File: src/rtl/core/rtfd_pkg.sv
// Shared constants and types for the tag frame deduplicator.
package rtfd_pkg;

  localparam int CMD_W  = 2;
  localparam int BYTE_W = 8;
  localparam int HOLD_W = 16;
  localparam int TICK_W = 17;
  localparam int CFG_W  = 16;
  localparam int CFG_IDX_W = 2;

  // Command codes of an input item.
  localparam logic [CMD_W-1:0] CMD_TICK = 2'd0;
  localparam logic [CMD_W-1:0] CMD_BYTE = 2'd1;
  localparam logic [CMD_W-1:0] CMD_IDLE = 2'd2;

  // Configuration register indexes.
  localparam logic [CFG_IDX_W-1:0] CFG_HOLDOFF  = 2'd0;
  localparam logic [CFG_IDX_W-1:0] CFG_ACTIVITY = 2'd1;

  localparam logic [HOLD_W-1:0] HOLDOFF_RESET = 16'd150;

  // Framing bytes.
  localparam logic [BYTE_W-1:0] CHAR_STX = 8'h02;
  localparam logic [BYTE_W-1:0] CHAR_ETX = 8'h03;
  localparam logic [BYTE_W-1:0] CHAR_LF  = 8'h0A;
  localparam logic [BYTE_W-1:0] CHAR_CR  = 8'h0D;
  localparam logic [BYTE_W-1:0] CHAR_NUL = 8'h00;

  localparam logic [TICK_W-1:0] TICK_MAX = 17'h1FFFF;

  typedef struct packed {
    logic tick;
    logic restart;
  } rtfd_timer_ctl_t;

endpackage

File: src/rtl/core/rtfd_if.sv
// Handshake channel interfaces for input items and result items.
interface rtfd_in_if;
  import rtfd_pkg::*;
  logic              valid;
  logic              ready;
  logic [CMD_W-1:0]  command;
  logic [BYTE_W-1:0] rx_byte;

  modport source (output valid, output command, output rx_byte, input ready);
  modport sink (input valid, input command, input rx_byte, output ready);
endinterface

interface rtfd_out_if #(
  parameter int POS_W = 5
);
  import rtfd_pkg::*;
  logic              valid;
  logic              ready;
  logic              byte_taken;
  logic              new_tag;
  logic              char_valid;
  logic [BYTE_W-1:0] tag_char;
  logic [POS_W-1:0]  char_position;
  logic              last;
  logic              reader_reset_pulse;
  logic              activity;

  modport source (
    output valid, output byte_taken, output new_tag, output char_valid,
    output tag_char, output char_position, output last,
    output reader_reset_pulse, output activity, input ready
  );
  modport sink (
    input valid, input byte_taken, input new_tag, input char_valid,
    input tag_char, input char_position, input last,
    input reader_reset_pulse, input activity, output ready
  );
endinterface

File: src/rtl/core/rtfd_holdoff_timer.sv
// Saturating tick counter and holdoff window compare.
module rtfd_holdoff_timer
  import rtfd_pkg::*;
(
  input  logic              clk,
  input  logic              rst,
  input  rtfd_timer_ctl_t   ctl,
  input  logic [HOLD_W-1:0] holdoff,
  output logic              open
);

  logic [TICK_W-1:0] elapsed;

  always_ff @(posedge clk) begin
    if (rst) begin
      elapsed <= '0;
    end else if (ctl.restart) begin
      elapsed <= '0;
    end else if (ctl.tick && elapsed != TICK_MAX) begin
      elapsed <= elapsed + TICK_W'(1);
    end
  end

  // Bytes pass once the count exceeds the holdoff.
  assign open = elapsed > {1'b0, holdoff};

endmodule

File: src/rtl/core/rfid_tag_frame_deduplicator.sv
// Top level of the tag frame deduplicator: framing, tag compare and report sequencer.
//
//   channel  dir  handshake          payload
//   req      in   valid / ready      command, rx_byte
//   rsp      out  valid / ready      byte_taken, new_tag, char_valid, tag_char,
//                                    char_position, last, reader_reset_pulse, activity
//   cfg      in   cfg_we only        cfg_index, cfg_data
//
// A tick, idle poll or ordinary byte loads its status item into the output register
// at the accepting edge. A closing byte walks the tag store through the single
// compare unit, one stored character at a time (registered memory read, then
// compare), and a report then reads and emits each character in turn, waiting
// whenever the output register is full.
// Reset is synchronous and clears control state; the tag memories need none.
// req.ready drops while a frame close is in progress or the output register is full.
module rfid_tag_frame_deduplicator
  import rtfd_pkg::*;
#(
  parameter int TAG_SLOTS = 20
) (
  input  logic                 clk,
  input  logic                 rst,
  rtfd_in_if.sink              req,
  rtfd_out_if.source           rsp,
  input  logic                 cfg_we,
  input  logic [CFG_IDX_W-1:0] cfg_index,
  input  logic [CFG_W-1:0]     cfg_data
);

  localparam int SLOT_W = $clog2(TAG_SLOTS);

  typedef enum logic [2:0] {
    S_IDLE,
    S_SCAN_RD,
    S_SCAN_CHK,
    S_PUSH,
    S_EMIT_RD,
    S_EMIT_OUT
  } state_t;

  state_t state;

  // Configuration.
  logic [HOLD_W-1:0] holdoff;
  logic              act_en;

  // Framing and tag state.
  logic [SLOT_W-1:0] write_slot;
  logic              in_frame;
  logic [SLOT_W-1:0] prev_len;
  logic              activity_flag;

  // Sequencer scratch.
  logic [SLOT_W-1:0] idx;
  logic              differ;
  logic              push_report;

  // Tag memories with registered reads.
  logic [BYTE_W-1:0] tag_mem  [TAG_SLOTS];
  logic [BYTE_W-1:0] prev_mem [TAG_SLOTS];
  logic [BYTE_W-1:0] tag_q;
  logic [BYTE_W-1:0] prev_q;

  // Output register.
  logic              out_valid;
  logic              out_taken;
  logic              out_new;
  logic              out_cvalid;
  logic [BYTE_W-1:0] out_char;
  logic [SLOT_W-1:0] out_pos;
  logic              out_last;
  logic              out_pulse;
  logic              out_act;

  rtfd_timer_ctl_t timer_ctl;
  logic            open;

  logic slot_free;
  logic accept;
  logic is_byte;
  logic byte_ok;
  logic store_we;
  logic scan_more;
  logic differ_final;
  logic emit_last;
  logic activity_next;
  logic out_load;

  assign slot_free = !out_valid || rsp.ready;
  assign req.ready = (state == S_IDLE) && slot_free;
  assign accept    = req.valid && req.ready;
  assign is_byte   = req.command == CMD_BYTE;
  assign byte_ok   = accept && is_byte && open;

  // Store every in-frame byte that is not a framing or line-end character.
  assign store_we = byte_ok && in_frame &&
                    req.rx_byte != CHAR_STX && req.rx_byte != CHAR_ETX &&
                    req.rx_byte != CHAR_LF && req.rx_byte != CHAR_CR;

  // Tag ends at the write slot or the first zero byte.
  assign scan_more    = (idx < write_slot) && (tag_q != CHAR_NUL);
  assign differ_final = differ || (idx != prev_len);
  assign emit_last    = ({1'b0, idx} + (SLOT_W + 1)'(1)) == {1'b0, prev_len};

  assign activity_next = activity_flag || (byte_ok && act_en);

  // A result enters the output register on a status load, a push or an emit step;
  // a closing byte holds its result back until the compare finishes.
  assign out_load = (state == S_IDLE && accept && !(byte_ok && req.rx_byte == CHAR_ETX)) ||
                    ((state == S_PUSH || state == S_EMIT_OUT) && slot_free);

  assign timer_ctl.tick    = accept && req.command == CMD_TICK;
  assign timer_ctl.restart = (state == S_SCAN_CHK) && !scan_more && differ_final;

  rtfd_holdoff_timer u_timer (
    .clk     (clk),
    .rst     (rst),
    .ctl     (timer_ctl),
    .holdoff (holdoff),
    .open    (open)
  );

  always_ff @(posedge clk) begin
    if (store_we) begin
      tag_mem[write_slot] <= req.rx_byte;
    end
    tag_q <= tag_mem[idx];
  end

  always_ff @(posedge clk) begin
    if (state == S_EMIT_OUT && slot_free) begin
      prev_mem[idx] <= tag_q;
    end
    prev_q <= prev_mem[idx];
  end

  always_ff @(posedge clk) begin
    if (rst) begin
      state         <= S_IDLE;
      holdoff       <= HOLDOFF_RESET;
      act_en        <= 1'b0;
      write_slot    <= '0;
      in_frame      <= 1'b0;
      prev_len      <= '0;
      activity_flag <= 1'b0;
      idx           <= '0;
      differ        <= 1'b0;
      push_report   <= 1'b0;
      out_valid     <= 1'b0;
    end else begin
      if (cfg_we) begin
        unique case (cfg_index)
          CFG_HOLDOFF:  holdoff <= cfg_data[HOLD_W-1:0];
          CFG_ACTIVITY: act_en  <= cfg_data[0];
          default: ;
        endcase
      end

      // Load a new result, or drop the held one once the sink takes it.
      if (out_load) begin
        out_valid <= 1'b1;
      end else if (rsp.ready) begin
        out_valid <= 1'b0;
      end

      unique case (state)
        S_IDLE: begin
          if (accept) begin
            activity_flag <= activity_next;
            // Status item by default.
            out_taken  <= byte_ok;
            out_new    <= 1'b0;
            out_cvalid <= 1'b0;
            out_char   <= '0;
            out_pos    <= '0;
            out_last   <= 1'b1;
            out_pulse  <= 1'b0;
            out_act    <= activity_next;
            if (req.command == CMD_IDLE && open) begin
              prev_len <= '0;
            end
            if (byte_ok) begin
              priority if (req.rx_byte == CHAR_ETX) begin
                // Hold the result until the compare finishes.
                idx       <= '0;
                differ    <= 1'b0;
                state     <= S_SCAN_RD;
              end else if (req.rx_byte == CHAR_STX) begin
                in_frame   <= 1'b1;
                write_slot <= '0;
              end else if (store_we) begin
                if (write_slot == SLOT_W'(TAG_SLOTS - 1)) begin
                  write_slot <= '0;
                end else begin
                  write_slot <= write_slot + SLOT_W'(1);
                end
              end
            end
          end
        end

        S_SCAN_RD: begin
          state <= S_SCAN_CHK;
        end

        S_SCAN_CHK: begin
          if (scan_more) begin
            if (idx < prev_len && tag_q != prev_q) begin
              differ <= 1'b1;
            end
            idx   <= idx + SLOT_W'(1);
            state <= S_SCAN_RD;
          end else begin
            write_slot  <= '0;
            in_frame    <= 1'b0;
            push_report <= differ_final;
            if (differ_final) begin
              prev_len <= idx;
            end
            if (differ_final && idx != '0) begin
              idx   <= '0;
              state <= S_EMIT_RD;
            end else begin
              state <= S_PUSH;
            end
          end
        end

        S_PUSH: begin
          // Status item, or the report of an empty tag.
          if (slot_free) begin
            out_taken  <= 1'b1;
            out_new    <= push_report;
            out_cvalid <= 1'b0;
            out_char   <= '0;
            out_pos    <= '0;
            out_last   <= 1'b1;
            out_pulse  <= push_report;
            out_act    <= activity_flag;
            state      <= S_IDLE;
          end
        end

        S_EMIT_RD: begin
          state <= S_EMIT_OUT;
        end

        S_EMIT_OUT: begin
          if (slot_free) begin
            out_taken  <= 1'b1;
            out_new    <= 1'b1;
            out_cvalid <= 1'b1;
            out_char   <= tag_q;
            out_pos    <= idx;
            out_last   <= emit_last;
            out_pulse  <= emit_last;
            out_act    <= activity_flag;
            if (emit_last) begin
              state <= S_IDLE;
            end else begin
              idx   <= idx + SLOT_W'(1);
              state <= S_EMIT_RD;
            end
          end
        end

        default: state <= S_IDLE;
      endcase
    end
  end

  assign rsp.valid              = out_valid;
  assign rsp.byte_taken         = out_taken;
  assign rsp.new_tag            = out_new;
  assign rsp.char_valid         = out_cvalid;
  assign rsp.tag_char           = out_char;
  assign rsp.char_position      = out_pos;
  assign rsp.last               = out_last;
  assign rsp.reader_reset_pulse = out_pulse;
  assign rsp.activity           = out_act;

endmodule

File: src/flat_wrapper.sv
// flat-port wrapper written by rule: the top's interface ports become plain ports
module rfid_tag_frame_deduplicator_flat import rtfd_pkg::*;
#(
  parameter int TAG_SLOTS = 20
)
  (clk, rst, cfg_we, cfg_index, cfg_data, req_valid, req_command, req_rx_byte, req_ready, rsp_valid, rsp_byte_taken, rsp_new_tag, rsp_char_valid, rsp_tag_char, rsp_char_position, rsp_last, rsp_reader_reset_pulse, rsp_activity, rsp_ready);
  rtfd_in_if req_i ();
  rtfd_out_if #(.POS_W(5)) rsp_i ();
  input  logic clk;
  input  logic rst;
  input  logic cfg_we;
  input  logic [CFG_IDX_W-1:0] cfg_index;
  input  logic [CFG_W-1:0] cfg_data;
  input wire logic [$bits(req_i.valid)-1:0] req_valid;
  input wire logic [$bits(req_i.command)-1:0] req_command;
  input wire logic [$bits(req_i.rx_byte)-1:0] req_rx_byte;
  output wire logic [$bits(req_i.ready)-1:0] req_ready;
  output wire logic [$bits(rsp_i.valid)-1:0] rsp_valid;
  output wire logic [$bits(rsp_i.byte_taken)-1:0] rsp_byte_taken;
  output wire logic [$bits(rsp_i.new_tag)-1:0] rsp_new_tag;
  output wire logic [$bits(rsp_i.char_valid)-1:0] rsp_char_valid;
  output wire logic [$bits(rsp_i.tag_char)-1:0] rsp_tag_char;
  output wire logic [$bits(rsp_i.char_position)-1:0] rsp_char_position;
  output wire logic [$bits(rsp_i.last)-1:0] rsp_last;
  output wire logic [$bits(rsp_i.reader_reset_pulse)-1:0] rsp_reader_reset_pulse;
  output wire logic [$bits(rsp_i.activity)-1:0] rsp_activity;
  input wire logic [$bits(rsp_i.ready)-1:0] rsp_ready;
  assign req_i.valid = req_valid;
  assign req_i.command = req_command;
  assign req_i.rx_byte = req_rx_byte;
  assign req_ready = req_i.ready;
  assign rsp_valid = rsp_i.valid;
  assign rsp_byte_taken = rsp_i.byte_taken;
  assign rsp_new_tag = rsp_i.new_tag;
  assign rsp_char_valid = rsp_i.char_valid;
  assign rsp_tag_char = rsp_i.tag_char;
  assign rsp_char_position = rsp_i.char_position;
  assign rsp_last = rsp_i.last;
  assign rsp_reader_reset_pulse = rsp_i.reader_reset_pulse;
  assign rsp_activity = rsp_i.activity;
  assign rsp_i.ready = rsp_ready;
  rfid_tag_frame_deduplicator #(.TAG_SLOTS(TAG_SLOTS)) u_core (.clk(clk), .rst(rst), .req(req_i), .rsp(rsp_i), .cfg_we(cfg_we), .cfg_index(cfg_index), .cfg_data(cfg_data));
endmodule
File: config.mk
export PLATFORM = sky130hd
export DESIGN_NAME = rfid_tag_frame_deduplicator_flat
export DESIGN_NICKNAME = d
export VERILOG_FILES = /design/src/rtl/core/rtfd_pkg.sv /design/src/rtl/core/rtfd_if.sv /design/src/rtl/core/rtfd_holdoff_timer.sv /design/src/rtl/core/rfid_tag_frame_deduplicator.sv /design/src/flat_wrapper.sv
export SDC_FILE = /design/constraint.sdc
export NUM_CORES = 1
export LEC_CHECK = 0
export BUFFER_PORTS_ARGS = -buffer_cell sky130_fd_sc_hd__buf_2
export CORE_UTILIZATION = 62
export CTS_BUF_LIST = sky130_fd_sc_hd__clkbuf_8 sky130_fd_sc_hd__clkbuf_16
export DETAILED_ROUTE_END_ITERATION = 12
export PLACE_DENSITY = 0.92
export SLEW_MARGIN = 20
export SYNTH_ARGS = -nofsm -noshare
export SYNTH_HDL_FRONTEND = slang
export SYNTH_SLANG_ARGS = --single-unit
File: constraint.sdc
create_clock -name clk -period 4.65 [get_ports clk]
set_clock_uncertainty 0.15 [all_clocks]
set_input_delay 0.6975 -clock clk [delete_from_list [all_inputs] [get_ports clk]]
set_output_delay 0.6975 -clock clk [all_outputs]
set_load 0.01 [all_outputs]
# After elaboration in Yosys (flattened, before gate mapping)
# Memory sizes are Yosys's and may differ from the RTL's. A register that Yosys moved wholly into a read port is not among the register bits.
# Index checks and enable logic that the tools add are counted.
# W data, S select, Z words.
[totals] ff_bits=76 mem_bits_rw=320 wordCells=192 mem_count=2 in_bits=33
[classes] reduce_logical=55 add_sub_neg=4 eq_ne=35 mux=71 bitwise_logic=2 n_lt_le_gt_ge=3
[mem_list] memory="u_core.prev_mem" depth=20 width=8 read_ports=1 rd_ports_with_merged_regs=1 wr=1 line_no="rfid_tag_frame_deduplicator.sv:60" text="logic [BYTE_W-1:0] prev_mem [TAG_SLOTS];"
[mem_list] memory="u_core.tag_mem" depth=20 width=8 read_ports=1 rd_ports_with_merged_regs=1 wr=1 line_no="rfid_tag_frame_deduplicator.sv:59" text="logic [BYTE_W-1:0] tag_mem [TAG_SLOTS];"
[ops] cell="$mux W5" n=21
[ops] cell="$pmux W5 S3" n=2
[ops] cell="$mux W1" n=25
[ops] cell="$mux W3" n=8
[ops] cell="$mux W8" n=3
[ops] cell="$pmux W8 S3" n=1
[ops] cell="$logic_and A1 B1 Y1" n=23
[ops] cell="$pmux W5 S2" n=2
[ops] cell="$pmux W3 S6" n=1
[ops] cell="$reduce_and A6 Y1" n=3
[ops] cell="$add A17 B1 Y17 const B" n=1
[ops] cell="$gt A17 B16 Y1" n=1
[ops] cell="$ne A17 B17 Y1 const B" n=1
[ops] cell="$eq A8 B2 Y1 const B" n=2
[ops] cell="$ne A8 B2 Y1 const B" n=2
[ops] cell="$ne A8 B4 Y1 const B" n=2
[ops] cell="$reduce_and A5 Y1" n=3
[ops] cell="$ne A2 B1 Y1 const B" n=7
[ops] cell="$ne A2 B2 Y1 const B" n=7
[ops] cell="$pmux W1 S3" n=4
[ops] cell="$add A5 B1 Y5 const B" n=2
[ops] cell="$lt A5 B5 Y1" n=2
[ops] cell="$ne A8 B8 Y1" n=1
[ops] cell="$pmux W1 S2" n=4
[ops] cell="other kinds (23)" n=42

# Depth between registers and ports, before layout
# Gate-level depths: netlist (run 1).
[depth] word_depth=17 mapped_depth=12 ltp_nobuf=12

# Hierarchy
# A second synthesis (run 1) with hierarchy kept.
[hier_totals] cells_unflattened=1073 area_unflattened_um2=17006.3
[modules_own_cells] mod="rfid_tag_frame_deduplicator" cells_per_inst=918 instances=1 area_each_um2=15776.4
[modules_own_cells] mod="rtfd_holdoff_timer" cells_per_inst=155 instances=1 area_each_um2=1229.9

# Least setup slack after synthesis (run 1)
# No wires, ideal clock.
[synth_path] kind="register to register" start="register u_core.idx[1]" end="register u_core.idx[3]" period_less_slack_ns=3.225 slack_ns=1.425 arrival_ns=2.957 n_path_buf=4 path_stages_with_launch=13 cell_sequence="dfxtp_1 > clkbuf_1 > clkbuf_1 > clkbuf_1 > inv_1 > ha_1 > xor2_1 > nor2_1 > o31ai_1 > nor4bb_1 > or4_1 > buf_2 > o221a_1"
[synth_between] elab_chain_len=5 elab_cells_between_ends=16 cone_classes="2 x add/sub; 1 x order compare; 4 x eq/ne; 4 x mux; 5 x reduce/logical"
[synth_lines] item="start, declared" line_no="rfid_tag_frame_deduplicator.sv:54" text="logic [SLOT_W-1:0] idx;"
[synth_lines] item="start signal, assigned" line_no="rfid_tag_frame_deduplicator.sv:211" text="idx <= idx + SLOT_W'(1);"
[synth_lines] item="start signal, assigned" line_no="rfid_tag_frame_deduplicator.sv:261" text="idx <= idx + SLOT_W'(1);"
[synth_lines] item="branches (longest 5 deep; another with $add A5 B1 Y6)"
# Several ways; the timed one is not identified. The select of a mux whose other input is x is not followed.
# A chain may end at the register's enable or synchronous reset.

# Final worst setup path (run 1)
[layout_path] start="register u_core.holdoff[15]" end="memory u_core.tag_mem[18][5], enable pin"
[layout_between] elab_chain_len=9
[layout_lines] item="start, declared" line_no="rfid_tag_frame_deduplicator.sv:44" text="logic [HOLD_W-1:0] holdoff;"
[layout_lines] item="start signal, assigned" line_no="rfid_tag_frame_deduplicator.sv:153" text="CFG_HOLDOFF: holdoff <= cfg_data[HOLD_W-1:0];"
[layout_lines] item="$gt A17 B16 Y1" line_no="rtfd_holdoff_timer.sv:25" text="assign open = elapsed > {1'b0, holdoff};"
[layout_lines] item="$logic_and A1 B1 Y1" line_no="rfid_tag_frame_deduplicator.sv:93" text="assign byte_ok = accept && is_byte && open;"
[layout_lines] item="$logic_and A1 B1 Y1 (2 in a row)" line_no="rfid_tag_frame_deduplicator.sv:96" text="assign store_we = byte_ok && in_frame &&"
[layout_lines] item="$logic_and A1 B1 Y1 (2 in a row)" line_no="rfid_tag_frame_deduplicator.sv:97" text="req.rx_byte != CHAR_STX && req.rx_byte != CHAR_ETX &&"
[layout_lines] item="$logic_and A1 B1 Y1" line_no="rfid_tag_frame_deduplicator.sv:98" text="req.rx_byte != CHAR_LF && req.rx_byte != CHAR_CR;"
[layout_lines] item="$mux W1" line_no="rfid_tag_frame_deduplicator.sv:124" text="if (store_we) begin"
[layout_lines] item="$mux W1 (not written as such)" line_no="rfid_tag_frame_deduplicator.sv:125" text="tag_mem[write_slot] <= req.rx_byte;"
[layout_lines] item="end, declared" line_no="rfid_tag_frame_deduplicator.sv:59"
# No other way between the ends.

==> results of run 1 <==
==> logic make-up after synthesis <==
group	after synthesis	synth area share [%]
simple gates	267	8.14
xor+xnor	26	1.34
compound gates	123	4.79
mux	115	12.8
fa+ha+maj	35	2.57
buf+inv	84	1.95
flops	412	68.4
==> power by group <==
group	switching, uW	total (uW)	internal [uW]
combinational	109	158	48.9
sequential	13.6	3990	3980
clock	1370	3150	1780
total	1500	7310	5810
==> cells in the mapped netlist (2+ instances only) <==
cell type,count,area (um^2)
buf_2,13,65.1
xor2_1,13,114
or4_1,4,30.0
nor3b_1,3,22.5
o21ai_0,31,155
inv_1,34,128
a211o_1,2,17.5
and3_1,37,231
a21o_1,5,37.5
dfxtp_1,73,1460
ha_1,35,438
o21a_1,4,30.0
nand2b_1,6,37.5
o221a_1,3,33.8
nand4_1,10,62.6
and2_1,3,18.8
nor3_1,24,120
a211oi_1,2,15.0
nand3_1,25,125
nor4_1,3,18.8
nand3b_1,5,37.5
a22oi_1,16,120
nand2_1,63,236
mux2_2,16,180
a21boi_2,2,22.5
o31ai_1,4,30.0
a31oi_1,3,18.8
nor3_4,2,32.5
nor2b_1,8,50.1
or2_2,2,12.5
a22o_1,4,35.0
or3_1,2,12.5
edfxtp_1,339,10200
mux4_2,80,1800
mux2i_1,19,190
or3b_2,2,17.5
clkbuf_1,36,135
xnor2_1,13,114
nor2_1,61,229
o211ai_1,5,37.5
a21oi_1,34,170
==> metrics by stage <==
stage | utilization (%) | instance area [um^2] | power (uW) | hold WS [ns]
final | 70.3 | 19000 | 7310 | 0.220
after global routing | 70.3 | 19000 | 7480 | 0.229
after CTS | 70.3 | 18900 | 7320 | 0.215
after detailed placement | 65.5 | 17600 | 4230 | 0.300
after global placement | 65.5 | 17600 | 4220 | 0.294
after floorplan | - | 17000 | 4150 | 0.284
==> cell type report <==
class / count / area share [%]
Sequential cell: 412 / 61.5
Tap cell: 341 / 2.25
Multi-Input combinational cell: 566 / 26.7
Timing Repair Buffer: 70 / 2.07
Inverter: 35 / 0.693
Clock buffer: 43 / 5.62
Clock inverter: 31 / 1.25
==> cell usage in the layout (no fill, tap or decap), types with 5 or more instances in the layout <==
cell type / count
nand3b_1: 5
ha_1: 35
clkinv_1: 11
a21oi_1: 34
dfxtp_1: 70
nor3_1: 23
a21o_1: 5
clkbuf_16: 42
nand4_1: 10
nand2b_1: 6
mux2_2: 16
buf_2: 53
o211ai_1: 5
buf_4: 17
nand3_1: 25
nor2b_1: 8
mux4_2: 80
xor2_1: 13
nor2_1: 61
nand2_1: 63
mux2i_1: 19
inv_1: 41
a22oi_1: 16
o21ai_0: 31
and3_1: 37
xnor2_1: 13
edfxtp_1: 339
==> final timing paths <==
check | cells after the start | slack (ns) | end
max reg2reg | 10 | 1.34 | u_core.tag_mem[18][5]
min reg2reg | 2 | 0.31 | u_core.holdoff[8]
max | 10 | 1.34 | u_core.tag_mem[18][5]
min | 3 | 0.22 | u_core.holdoff[2]
==> registers in the layout, indices dropped and copies added, names as in the netlist, 3 cells and up <==
name and cells:
u_core.prev_mem 160, u_core.tag_mem 160, u_core.u_timer.elapsed 17, u_core.holdoff 16
u_core.prev_q 8, u_core.rsp.tag_char 8, u_core.tag_q 8, u_core.idx 5
u_core.prev_len 5, u_core.rsp.char_position 5, u_core.write_slot 5, u_core.state 3
==> layer usage <==
| metal | GRT usage (%) | share of wire [%] | vias to the layer above |
|---|---|---|---|
| met5 | 0 | 0.036 | - |
| met4 | 10.6 | 3.3 | 2 |
| met3 | 4.47 | 7.6 | 108 |
| met2 | 44.9 | 50 | 552 |
| met1 | 35.3 | 39 | 4905 |
| li1 | - | - | 4268 |
==> worst register-to-register path, stage by stage (launching register included) <==
cell and delay (ns):
dfxtp_1 0.34, inv_1 0.06, ha_1 0.33, nand4b_4 0.14, nor4_4 0.38, a21boi_2 0.26
o31a_4 0.21, or2b_1 0.26, nor2_1 0.11, buf_4 0.22, and3_1 0.47
==> flow_summary_export.csv, run 1 <==
group,metric,value,unit
clocking,ctsResizeCount,0,
route,vias_per_cell,6.57,
die,dieHeight,168,um
synthesis,synth_ff_type,"edfxtp_1",
critical_path,path_cells,"inv_1, ha_1, nand4b_4, nor4_4, a21boi_2, o31a_4, or2b_1, nor2_1, buf_4, and3_1",
critical_path,crit_family,"simple AND/OR/NAND/NOR gates",
route,ant_nets,0,
place,hpwl,22900,um
sta,timing.fmax,303,MHz
place,gp_congestion,0.850,
route,drcViolationCount,0,
die,core_area,0.0270,mm^2
critical_path,critPathSlowestCell,"and3_1",
power,powerDensity,385,mW/mm^2
clocking,cts.clk_slew.worst_paths,0.06,ns
place,placedCellCount,1424,
route,drt_iter0_markers,1147,
die,die_area,0.0281,mm^2
grt,grt_overflow_total,0,
clocking,clock_tree.root_cell,"clkbuf_16",
route,firstDrtPassIters,5,
die,io_pins,54,
critical_path,path_buf_inv,2,
critical_path,worst_ep_arrival_time,3.31,ns
grt,grt_pass1_wl,56800,um
critical_path,path_max_fanout,20,
sta,final_max_slew_viol_count,0,
die,initial_core_util,63.1,%
synthesis,async_flop_share,0,%
min_path,min_path_type,"primary input to flop",
cells_and_area,synthToLayoutAreaGrowth,11.4,%
sta,fin_crit,3.31,ns
flow_run,maxCapViolCount,0,
synthesis,ys_seq_elements,412,
critical_path,cpPeakStageDelay,0.47,ns
grt,grt_pass1_vias,10000,
sta,grt_setup_unrepaired,"false",
cells_and_area,fillers,1595,
critical_path,critPathLaunch,"u_core.holdoff[15]",
grt,grt.total_usage,26.8,%
sta,hold_viol_final,0,
clocking,htreeDepth,2,
synthesis,syn-num-nets,1130,
cells_and_area,drive_above_1_share,20.9,%
grt,grt_max_degree,44,
power,ir_worst_vdd,329,uV
clocking,numCtsBuffers,41,
synthesis,syn_area_per_cell,16.0,um^2
clocking,cts.sinks,412,
synthesis,synth_warnings,0,
critical_path,path_class,"flop to flop",
route,routedWlPerCell,24.3,um
synthesis,synthCells,1062,
sta,period_share,71.1,%
synthesis,syn_area,0.0170,mm^2
synthesis,ys_types,57,
cells_and_area,seq_area,0.0116,mm^2
cells_and_area,antenna_cells,0,
place,port_buffers,53,
status,status,"finished clean",
cells_and_area,multi_input_area,0.00505,mm^2
synthesis,synth_edf_count,339,
route,vias,9835,
critical_path,start_kind,"flop",
sta,setup_viol,0,
die,fp.dieW,168,um
grt,antenna_found_initial,2,
sta,worstMarginPinSlew,0.992,ns
synthesis,ys_seq_area_share,68.4,%
route,routed_wl,36400,um
clocking,cts_tree,"done",
critical_path,setup.worst_path.end_class,"flop",
power,p_leak,0.00637,uW
min_path,hold_path_startpoint,"cfg_data[2]",
critical_path,cp.required,4.66,ns
clocking,cts_setup_buffers,0,
critical_path,reg2reg_from,"u_core.holdoff[15]",
sta,relSlewSlack,33.8,%
cells_and_area,nNetsFinal,1194,
clocking,cts_buffer_depth,3,
clocking,cts_hold_buffers,0,
sta,layout_setup_ws,1.34,ns
clocking,clk_latency,0.56,ns
cells_and_area,final_cells,1498,
sta,tns,0,ns
die,rows,60,
place,pre_cts_slack,1.42,ns
(Power assumes the default switching activity.)
==> inputs of run 2 (changes only) <==
--- a/config.mk
+++ b/config.mk
@@ -5,11 +5,12 @@
 export SDC_FILE = /design/constraint.sdc
 export NUM_CORES = 1
 export LEC_CHECK = 0
+export ABC_AREA = 1
 export BUFFER_PORTS_ARGS = -buffer_cell sky130_fd_sc_hd__buf_2
-export CORE_UTILIZATION = 62
+export CORE_UTILIZATION = 56
 export CTS_BUF_LIST = sky130_fd_sc_hd__clkbuf_8 sky130_fd_sc_hd__clkbuf_16
 export DETAILED_ROUTE_END_ITERATION = 12
-export PLACE_DENSITY = 0.92
+export PLACE_DENSITY = 0.88
 export SLEW_MARGIN = 20
 export SYNTH_ARGS = -nofsm -noshare
 export SYNTH_HDL_FRONTEND = slang
==> constraint.sdc (replaced) <==
create_clock -name clk -period 2.68 [get_ports clk]
set_clock_uncertainty 0.15 [all_clocks]
set_input_delay 0.402 -clock clk [delete_from_list [all_inputs] [get_ports clk]]
set_output_delay 0.402 -clock clk [all_outputs]
set_load 0.01 [all_outputs]
==> run 2 against run 1 <==
Effect of this change: critical path depth is 2 higher; sequential share of layout area is 3.4 points lower; power is 140% higher; sequential power is 97% higher; register-to-register slack worse by 1.2 ns; non-clock buffer count is 75 higher; worst hold slack worse by 0.21 ns; critical path type unchanged; largest cell class unchanged.
==> flow_summary_export.csv, run 2 <==
group,metric,value,unit
status,status,"finished clean",
sta,relSlewSlack,43.8,%
route,routedWlPerCell,21.2,um
critical_path,start_kind,"flop",
sta,final_max_slew_viol_count,0,
cells_and_area,antenna_cells,0,
synthesis,ys_top_cells_by_area,"edfxtp_1 59%, dfxtp_1 8.5%, nor2_1 6.2%, o21ai_0 5.4%, nand2_1 4.0%",
die,fp.dieW,177,um
grt,grt_pass1_vias,12500,
min_path,hold_path_startpoint,"cfg_data[5]",
grt,grt_max_degree,163,
place,hpwl,27000,um
place,port_buffers,53,
sta,tns,0,ns
power,p_switching,5430,uW
clocking,cts.clk_slew.worst_paths,0.06,ns
clocking,cts_buffer_depth,3,
synthesis,yosys.area.top_type,"edfxtp_1",
cells_and_area,layout_commonest_cell,"edfxtp_1",
place,gp_congestion,0.944,
power,internal_power,12100,uW
die,die_area,0.0314,mm^2
grt,grt.total_usage,28.2,%
place,placedCellCount,1998,
critical_path,r2r_slack,0.12,ns
cells_and_area,drive_above_1_share,15.2,%
cells_and_area,postLayoutCoreUtil,67.0,%
min_path,hold_path_end,"u_core.holdoff[5]",
route,routed_wl,44000,um
cells_and_area,synthToLayoutAreaGrowth,16.7,%
synthesis,syn-num-nets,1609,
route,drt_iter0_markers,1954,
die,core_area,0.0300,mm^2
die,dieHeight,177,um
critical_path,path_common_cell,"nand2_1",
clocking,clock_tree.root_cell,"clkbuf_16",
sta,setup_viol,0,
critical_path,cpPeakStageDelay,0.33,ns
critical_path,critPathSlowestCell,"dfxtp_1",
route,vias_per_cell,6.18,
flow_run,maxCapViolCount,0,
power,combPwrFrac,22.6,%
power,clockPowerShare,32.7,%
synthesis,synth_warnings,0,
route,vias,12900,
grt,grt_pass1_wl,66900,um
sta,grt_setup_unrepaired,"true",
cells_and_area,final_cells,2082,
synthesis,syn_area_per_cell,11.2,um^2
sta,period_share,95.4,%
synthesis,ys_seq_area_share,67.7,%
sta,timing.fmax,391,MHz
clocking,clk_latency,0.55,ns
power,p_seq_share,44.7,%
synthesis,synth_edf_count,339,
critical_path,path_max_fanout,8,
synthesis,synthCells,1541,
clocking,cts_tree,"done",
clocking,htreeDepth,2,
critical_path,setup.worst_path.end_class,"flop",
cells_and_area,nNetsFinal,1729,
critical_path,path_buf_inv,2,
synthesis,synth_top_area_share,59.2,%
critical_path,path_class,"flop to flop",
route,ant_nets,0,
grt,grt_overflow_total,0,
route,firstDrtPassIters,6,
synthesis,synth_ff_type,"edfxtp_1",
power,ir_worst_vdd,616,uV
clocking,numCtsBuffers,40,
synthesis,async_flop_share,0,%
critical_path,reg2reg_depth,12,
die,rows,63,
grt,antenna_found_initial,0,
power,switching_share,30.9,%
sta,whs,0.0132,ns
critical_path,r2r_end,"u_core.tag_mem[0][5]",
cells_and_area,layout_common_cells,"339 x edfxtp_1, 261 x nor2_1, 184 x o21ai_0",
die,initial_core_util,57.4,%
critical_path,crit_family,"simple AND/OR/NAND/NOR gates",
synthesis,ys_seq_elements,412,
synthesis,yosysMostFrequentCell,"edfxtp_1",
die,io_pins,54,
critical_path,reg2reg_from,"u_core.holdoff[6]",
power,p_leak,0.00731,uW
synthesis,synth_commonest_cells,"339 x edfxtp_1, 283 x nor2_1, 185 x nand2_1",
critical_path,cp.required,2.74,ns
clocking,cts.sinks,412,
power,powerDensity,876,mW/mm^2
synthesis,syn_area,0.0172,mm^2
critical_path,worst_ep_arrival_time,2.62,ns
critical_path,path_cells,"inv_1, ha_1, nand2_1, nor2_2, nand2_1, nor2_1, nand2_1, nand3_1, nand4_1, clkinv_4, nand2_8, nor2_4",
sta,worstMarginPinSlew,0.843,ns
min_path,holdPathStages,3,
cells_and_area,reg_top3,"u_core.prev_mem (160), u_core.tag_mem (160), u_core.u_timer.elapsed (17)",
synthesis,ys_types,44,
route,drcViolationCount,0,
min_path,min_path_type,"primary input to flop",
sta,fin_crit,2.56,ns
sta,hold_viol_final,0,
power,fin_total_pwr,17600,uW
==> run 2: changes by cell type after synthesis, moves of 15 or more <==
cell      change
a221o_1      +16
mux4_2       -80
inv_1        +63
nand3_1      +18
mux2_2       -16
o21ai_0     +153
clkbuf_1     +25
and3_1       -37
nand2_1     +122
o22ai_1      +80
mux2i_1      -19
a22oi_1      -15
nor2_1      +222
==> run 2: tightest hold or removal path, cell delays in order <==
cell	delay, ns
buf_2	0.07
o21ai_0	0.08
a21oi_1	0.11
==> run 2: logic make-up after synthesis <==
family / synth area share, %
flops: 67.7
compound gates: 11.1
xor+xnor: 0.917
fa+ha+maj: 2.55
buf+inv: 3.70
simple gates: 14.1
==> run 2: metal layers <==
metal / wire (um) / GRT usage, % / up-vias / share of wire (%)
li1: - / - / 5697 / -
met1: 15800 / 35.5 / 6083 / 36
met2: 21500 / 47.8 / 920 / 49
met3: 4720 / 4.42 / 164 / 11
met4: 1980 / 12.9 / 0 / 4.5
met5: 0 / 0 / - / 0
==> run 2: stage by stage <==
step / worst slack (ns) / cell area, um^2
after floorplan: 0.137 / 17200
after global placement: -0.0594 / 18400
after detailed placement: -0.179 / 18400
after CTS: -0.134 / 19900
after global routing: -0.0202 / 20100
final: 0.124 / 20100
==> run 2: worst max path at each step <==
stage | start | endpoint | slack [ns] | depth (start not counted)
global route | u_core.holdoff[6] | u_core.tag_mem[10][2] | -0.02 | 12
global placement | u_core.holdoff[8] | u_core.tag_mem[7][5] | -0.06 | 12
floorplan | u_core.idx[0] | u_core.idx[4] | 0.14 | 14
CTS | u_core.holdoff[8] | u_core.tag_mem[1][6] | -0.13 | 12
detailed placement | u_core.holdoff[8] | u_core.tag_mem[11][6] | -0.18 | 12
finish | u_core.holdoff[6] | u_core.tag_mem[0][5] | 0.12 | 12
==> run 2: power by group through the flow <==
stage	Sequential [uW]	Combinational [uW]	Clock [uW]
after floorplan	8190	2050	0
after global placement	7960	3480	0
after detailed placement	7980	3660	0
after CTS	7850	3780	5750
after global routing	7880	4230	6000
final	7860	3970	5760
==> run 2: what timing repair did <==
| item | 4_1_cts | 5_1_grt |
|---|---|---|
| hold buffers | 10 | 0 |
| resized for setup | 32 | 29 |
| hold endpoints to repair | 11 | 0 |
| pin swaps | 1 | 7 |
| setup endpoints to repair | 160 | 192 |
| setup buffers | 0 | 1 |
==> run 2: cell type report <==
| type | count | area [um^2] |
|---|---|---|
| timing repair buffer | 145 | 1020 |
| clock buffer | 44 | 1060 |
| tap | 390 | 488 |
| sequential | 412 | 11600 |
| multi-input combinational | 961 | 5170 |
| inverter | 101 | 387 |
| clock inverter | 29 | 292 |
| fill | 1940 | 9890 |
